<file path="src/rtl/cvst_pkg.sv">
// Package for the controller value soft takeover block: types, codes and constants.
package cvst_pkg;

  localparam int unsigned ValW   = 17;
  localparam int unsigned StepsW = 31;
  localparam int unsigned CcW    = 7;
  localparam int unsigned CfgIdxW = 2;
  localparam int unsigned DefNumSlots = 64;
  localparam int unsigned SlotInW = 6;
  localparam int unsigned DivW = 34;

  localparam logic [ValW-1:0] Unit = 17'd65536;

  localparam logic [ValW-1:0] PickupReset = 17'd3277;
  localparam logic [ValW-1:0] EdgeHighReset = 17'd64881;
  localparam logic [ValW-1:0] EdgeLowReset = 17'd655;

  localparam logic [CfgIdxW-1:0] CfgPickup   = 2'd0;
  localparam logic [CfgIdxW-1:0] CfgEdgeHigh = 2'd1;
  localparam logic [CfgIdxW-1:0] CfgEdgeLow  = 2'd2;

  typedef enum logic [1:0] {
    ModeAbs   = 2'd0,
    ModeThree = 2'd1,
    ModeRel   = 2'd2,
    ModeNote  = 2'd3
  } mode_e;

  localparam logic [1:0] PhWait  = 2'd0;
  localparam logic [1:0] PhScale = 2'd1;
  localparam logic [1:0] PhLatch = 2'd2;

  typedef enum logic [2:0] {
    StIdle,
    StRead,
    StEval,
    StDiv,
    StDone
  } state_e;

  // Control between the sequencer and the divider.
  typedef struct packed {
    logic            start;
    logic [DivW-1:0] num;
    logic [DivW-1:0] den;
  } div_req_t;

endpackage

</file>
<file path="src/rtl/cvst_div.sv">
// Restoring divider with rounding to nearest, one quotient bit per cycle.
module cvst_div (
  input  logic              clk_i,
  input  logic              rst_ni,
  input  cvst_pkg::div_req_t req_i,
  output logic              done_o,
  output logic [cvst_pkg::DivW-1:0] quo_o
);
  import cvst_pkg::*;

  localparam int unsigned CntW = $clog2(DivW + 1);

  logic [DivW-1:0] num_q, num_d, den_q, den_d, quo_q, quo_d;
  logic [DivW:0]   rem_q, rem_d;
  logic [CntW-1:0] cnt_q, cnt_d;
  logic            busy_q, busy_d, done_q, done_d;
  logic [DivW:0]   trial;

  always_comb begin
    num_d = num_q;
    den_d = den_q;
    quo_d = quo_q;
    rem_d = rem_q;
    cnt_d = cnt_q;
    busy_d = busy_q;
    done_d = 1'b0;
    trial = '0;
    if (req_i.start) begin
      // The rounding half is folded into the numerator up front.
      num_d = req_i.num + (req_i.den >> 1);
      den_d = req_i.den;
      quo_d = '0;
      rem_d = '0;
      cnt_d = CntW'(DivW);
      busy_d = 1'b1;
    end else if (busy_q) begin
      trial = {rem_q[DivW-1:0], num_q[DivW-1]};
      num_d = {num_q[DivW-2:0], 1'b0};
      if (trial >= {1'b0, den_q}) begin
        rem_d = trial - {1'b0, den_q};
        quo_d = {quo_q[DivW-2:0], 1'b1};
      end else begin
        rem_d = trial;
        quo_d = {quo_q[DivW-2:0], 1'b0};
      end
      cnt_d = cnt_q - 1'b1;
      if (cnt_q == CntW'(1)) begin
        busy_d = 1'b0;
        done_d = 1'b1;
      end
    end
  end

  always_ff @(posedge clk_i or negedge rst_ni) begin
    if (!rst_ni) begin
      busy_q <= 1'b0;
      done_q <= 1'b0;
      cnt_q <= '0;
    end else begin
      busy_q <= busy_d;
      done_q <= done_d;
      cnt_q <= cnt_d;
    end
  end

  always_ff @(posedge clk_i) begin
    num_q <= num_d;
    den_q <= den_d;
    quo_q <= quo_d;
    rem_q <= rem_d;
  end

  assign done_o = done_q;
  assign quo_o = quo_q;

endmodule

</file>
<file path="config.mk">
export PLATFORM = sky130hd
export DESIGN_NAME = cvst_div
export DESIGN_NICKNAME = d
export VERILOG_FILES = /design/src/rtl/cvst_pkg.sv /design/src/rtl/cvst_div.sv
export SDC_FILE = /design/constraint.sdc
export NUM_CORES = 1
export LEC_CHECK = 0
export ABC_AREA = 1
export BUFFER_PORTS_ARGS = -buffer_cell sky130_fd_sc_hd__buf_2
export CAP_MARGIN = 40
export CORE_UTILIZATION = 54
export DETAILED_ROUTE_END_ITERATION = 10
export PLACE_DENSITY = 0.74
export SETUP_SLACK_MARGIN = 0.5
export SYNTH_ARGS = -nofsm -noshare
export SYNTH_HDL_FRONTEND = slang
export SYNTH_SLANG_ARGS = --single-unit
</file>
<file path="constraint.sdc">
create_clock -name clk_i -period 2.3 [get_ports clk_i]
set_input_delay 0.115 -clock clk_i [delete_from_list [all_inputs] [get_ports clk_i]]
set_output_delay 0.115 -clock clk_i [all_outputs]
set_load 0.01 [all_outputs]
</file>
# Word level (Yosys, flattened, before mapping)
# Index checks and enable logic that the tools add are counted.
[totals] in_bits=71 elab_cells=25 out_inout_bits=35 regBits=144
[op_classes] add_sub_neg=3 n_lt_le_gt_ge=1 reduce_logical=1 eq_ne=1 mux=12
[ops] op="$mux W34" n=3
[ops] op="$ge A35 B34 Y1" n=1
[ops] op="$add A34 B33 Y34" n=1
[ops] op="$sub A34 B34 Y34" n=1
[ops] op="$mux W6" n=2
[ops] op="$mux W1" n=7
[ops] op="$eq A6 B1 Y1 const B" n=1
[ops] op="$sub A6 B1 Y6 const B" n=1
[ops] op="$reduce_bool A2 Y1" n=1

# Depth between registers and ports, before layout
[logic_depth] word_depth=4 mapped_depth=17 depth_no_buf=17

# Worst setup path after synthesis
# OpenSTA, ideal clock, no wires.
[synth_timing] path_type="register to register" start="reg busy_q" end="reg num_q[0], enable pin" required_time_ps=1888 path_buffers=1 stages_incl_launch_ff=4 period_less_slack_ps=2146 arrival_time_ps=1734 setup_slack_ps=154 setup_time_ps=412 cell_sequence="dfrtp_1 nor2_1 clkinv_1 clkbuf_1"
[synth_via] elab_chain_cells=1
[synth_lines] element="start: declaration" line="cvst_div.sv:16" text="logic busy_q, busy_d, done_q, done_d;"
[synth_lines] element="start signal: assignment" line="cvst_div.sv:60" text="busy_q <= busy_d;"
[synth_lines] element="$reduce_bool A2 Y1 (no line)"
[synth_lines] element="end signal: assignment" line="cvst_div.sv:67" text="num_q <= num_d;"
[synth_lines] element="end: declaration" line="cvst_div.sv:13" text="logic [DivW-1:0] num_q, num_d, den_q, den_d, quo_q, quo_d;"
# Every way passes these cells.
# A chain may end at the register's enable or synchronous reset.

# Final worst setup path
[layout_timing] start="reg den_q[8]" end="reg rem_q[4]"
[layout_via] elab_chain_cells=2
[layout_lines] element="start: declaration" line="cvst_div.sv:13"
[layout_lines] element="start signal: assignment" line="cvst_div.sv:68" text="den_q <= den_d;"
[layout_lines] element="$ge A35 B34 Y1" line="cvst_div.sv:39" text="if (trial >= {1'b0, den_q}) begin"
[layout_lines] element="$mux W34" line="cvst_div.sv:39"
[layout_lines] element="end signal: assignment" line="cvst_div.sv:70" text="rem_q <= rem_d;"
[layout_lines] element="end: declaration" line="cvst_div.sv:14" text="logic [DivW:0] rem_q, rem_d;"
# Every way passes these cells.

==> impl_metrics.py <==
metrics = {
    "sta": {
        "tns_ns": 0,
        "setup_viol": 0,
        "fin_crit_ns": 2.26,
        "grt_setup_unrepaired": "yes",
        "fin_hold_ws_ns": 0.110,
        "period_share": 0.983,
        "worst_slack_ns": 0.0395,
        "clock-skew-final_ns": 0.0111,
        "max_slew.worst_pin.slew_ns": 0.619,
        "hold_viol": 0,
        "fmax_mhz": 442,
        "max_slew_margin": 0.585,
        "finalMaxSlewViolations": 0,
    },
    "power": {
        "p_clk_frac": 0.241,
        "p_int_uw": 7580,
        "p_leak_uw": 0.00663,
        "power_frac_seq": 0.276,
        "switching_share": 0.392,
        "switchingPower_uw": 4880,
        "pwr_density_cell_nw_per_um2": 904,
        "comb_power_share": 0.483,
        "max-vdd-ir-drop_v": 0.000546,
    },
    "layout": {
        "syn_to_final_growth_pct": 36.6,
        "stdcell_area_sq_um": 13800,
        "fillers": 1320,
        "antenna_cells": 0,
        "nets": 1825,
        "seq_area_sq_um": 3610,
        "multi_input_area_sq_um": 6570,
        "drive_gt1_frac": 0.286,
        "fin_util": 0.759,
    },
    "synth": {
        "synth_top_family_by_area": "simple AND/OR/NAND/NOR gates",
        "yosysSeqAreaShare": 0.357,
        "syn_inst": 1459,
        "synth_compound_area_frac": 0.117,
        "synth-xor-area-share": 0.0278,
        "synth_edf_count": 68,
        "synthFlopType": "edfxtp_1",
        "synthArstFlopShare": 0.0556,
        "yosys_register_bits": 144,
        "synth-simple-area-share": 0.305,
        "synthAdderAreaFrac": 0.0895,
        "synth_cell_types": 46,
        "synthesis.nets": 1601,
        "avgSynthCellArea_sq_um": 6.91,
        "synth_area_sq_um": 10100,
        "synthMuxAreaShare": 0,
        "yosys_warnings": 0,
    },
    "place": {
        "place_congestion": 1.03,
        "dp_hpwl_um": 23300,
        "post-place-ws_ns": 0.0872,
        "port_buffers": 105,
        "placed_area_sq_um": 11500,
    },
    "status": {
        "outcome": "completed",
    },
    "grt": {
        "use_met3": 0.0452,
        "grt_overflow_total": 0,
        "met1_usage": 0.416,
        "antenna_found_initial": 0,
        "grt_max_degree": 55,
        "grt_pass1_vias": 10396,
        "grt_first_pass_wirelength_um": 51600,
        "met2_usage": 0.602,
        "top_usage_layer": "met2",
        "grt_usage": 0.340,
    },
    "clock_tree": {
        "clockBufferDepth": 2,
        "root_buffer": "clkbuf_16",
        "clk_latency_ns": 0.42,
        "h-tree-depth": 4,
        "clkTransAtPathRegs_ns": 0.06,
        "cts.sinks": 144,
        "cts_tree": "done",
        "numCtsBuffers": 17,
    },
    "die": {
        "coreArea_sq_um": 18100,
        "dieHeight_um": 139,
        "fp.dieW_um": 139,
        "die_area_sq_um": 19200,
        "fp-row-count": 49,
        "ioPinCount": 106,
        "initial_core_util": 0.556,
    },
    "setup_path": {
        "cp-end-kind": "flop",
        "critical_path_class": "reg2reg",
        "critPathRequiredTime_ns": 2.60,
        "r2r-start": "den_q[8]$_DFFE_PP_",
        "start_kind": "flop",
        "crit_fanout": 6,
        "cp.arrival_ns": 2.56,
        "cp-startpoint": "den_q[8]$_DFFE_PP_",
    },
    "route": {
        "wl_um": 34100,
        "viasPerCell": 5.68,
        "vias": 10935,
        "dr.pass1.iters": 8,
        "ant_nets": 0,
        "drc": 0,
        "wl_per_cell_um": 17.7,
        "initialDrtViolationCount": 986,
    },
    "min_path": {
        "hp-class": "in2reg",
        "worstHoldStart": "req_i[34]",
    },
    "job": {
        "maxCapViolations": 0,
    },
}
## worst paths after layout
| kind | end | slack, ns | cells after the start |
|---|---|---|---|
| max in group asynchronous | busy_q$_DFF_PN0_ | 1.99 | 2 |
| min | num_q[0]$_SDFFCE_PN0P_ | 0.11 | 4 |
| min reg2reg | quo_o[33]$_SDFFE_PP0P_ | 0.48 | 2 |
| max | rem_q[4]$_SDFFE_PP0P_ | 0.04 | 14 |
| max reg2reg | rem_q[4]$_SDFFE_PP0P_ | 0.04 | 14 |
| min in group asynchronous | cnt_q[0]$_DFFE_PN0P_ | 0.13 | 2 |
## final cells by class
type | count | area share
Sequential cell | 144 | 0.262
Inverter | 244 | 0.0669
Multi-Input combinational cell | 1046 | 0.477
Tap cell | 229 | 0.0208
Clock inverter | 8 | 0.00817
Clock buffer | 24 | 0.0381
Timing Repair Buffer | 230 | 0.128
## sequential cells by signal, indices dropped and copies added (netlist names)
| signal | cells |
|---|---|
| num_q | 34 |
| cnt_q | 6 |
| busy_q | 1 |
| den_q | 34 |
| quo_o | 34 |
| done_o | 1 |
| rem_q | 34 |
## critical path, cell delays in order, from the launching register on
cell,delay [ns]
edfxtp_1,0.40
inv_2,0.11
ha_4,0.23
nand2_2,0.06
nand2_2,0.06
a21oi_2,0.20
nand3_2,0.16
nand2_4,0.13
nand2_4,0.07
nand2_8,0.08
buf_6,0.13
nand2_8,0.08
buf_8,0.14
o211ai_1,0.20
nand2_1,0.08
## Yosys cell counts (3+ instances only)
cell type    n  share of area
clkbuf_1    16         0.0060
ha_1        69          0.086
nand4_1     20          0.012
edfxtp_1    68           0.20
o21a_1       4         0.0030
inv_2        9         0.0033
or2_1        5         0.0031
nor3_1      12         0.0060
buf_2        3         0.0015
nand3b_1    10         0.0074
o21ai_1     24          0.012
a21oi_1     73          0.036
nand2_1    453           0.17
xnor2_1     25          0.022
dfxtp_1     68           0.13
nand3_1     80          0.040
xor2_1       7         0.0061
a31oi_1      4         0.0025
o211ai_1     3         0.0022
clkinv_1     3         0.0011
a21oi_2      3         0.0026
dfrtp_1      8          0.020
o21ai_0     51          0.025
nor2_1     126          0.047
o31ai_1      3         0.0022
o21bai_1     7         0.0052
o22ai_1     31          0.019
inv_1      232          0.086
or2_2        4         0.0025
buf_1        3         0.0011
nand2_2      7         0.0043
buf_6        3         0.0033
nor2_2       5         0.0031
## routing by layer
layer | wire length [um] | vias up
met5 | 0 | -
met4 | 1390 | 0
met3 | 2180 | 134
met2 | 16800 | 490
met1 | 13700 | 5146
li1 | - | 5165
## repair_timing
item | 4_1_cts | 5_1_grt
endpoints found under the setup margin | 35 | 51
hold buffers | 35 | 0
pin swaps | 26 | 70
buffers inserted | 37 | 20
gates resized for setup | 95 | 119
gates cloned | 5 | 0
hold endpoints to repair | 42 | 0
## power by group through the flow
stage,clock network (uW),logic [uW],registers (uW)
floorplan,0,3170,3360
global placement,0,4190,3430
detailed placement,0,4230,3430
CTS,3040,5180,3410
global route,3120,6450,3470
finish,3010,6010,3440
## cell usage in the layout (no fill, tap or decap), types with 10 or more instances in the layout
cell and instances:
dfxtp_1 65, nor3_1 11, buf_2 105, a21oi_1 56, nor2_2 14, o22ai_1 31, nor2_4 12, buf_4 71
inv_2 44, nand3b_1 10, dlygate4sd3_1 35, nand4_1 20, nand2_2 67, o21ai_1 16, clkbuf_16 20, nor2_1 107
o21ai_0 49, xnor2_1 21, ha_4 34, a21oi_2 17, nand2_4 26, ha_1 34, nand3_1 73, inv_1 196
nand2_1 367, o21ai_2 10, edfxtp_1 68
## cells by family after synthesis
family                   after synthesis
AND/OR/NAND/NOR                      732
buffers and inverters                270
AO/OA/AOI/OAI                        210
flip-flops                           144
adder cells (fa/ha/maj)               71
XOR/XNOR                              32
## through the flow
step / std cells / power [uW]
floorplan: 1459 / 6530
global route: 1925 / 13000
finish: 1925 / 12500
detailed placement: 1796 / 7660
CTS: 1905 / 11600
global placement: 1796 / 7610
Note: power is estimated with default switching activity, not from simulation.
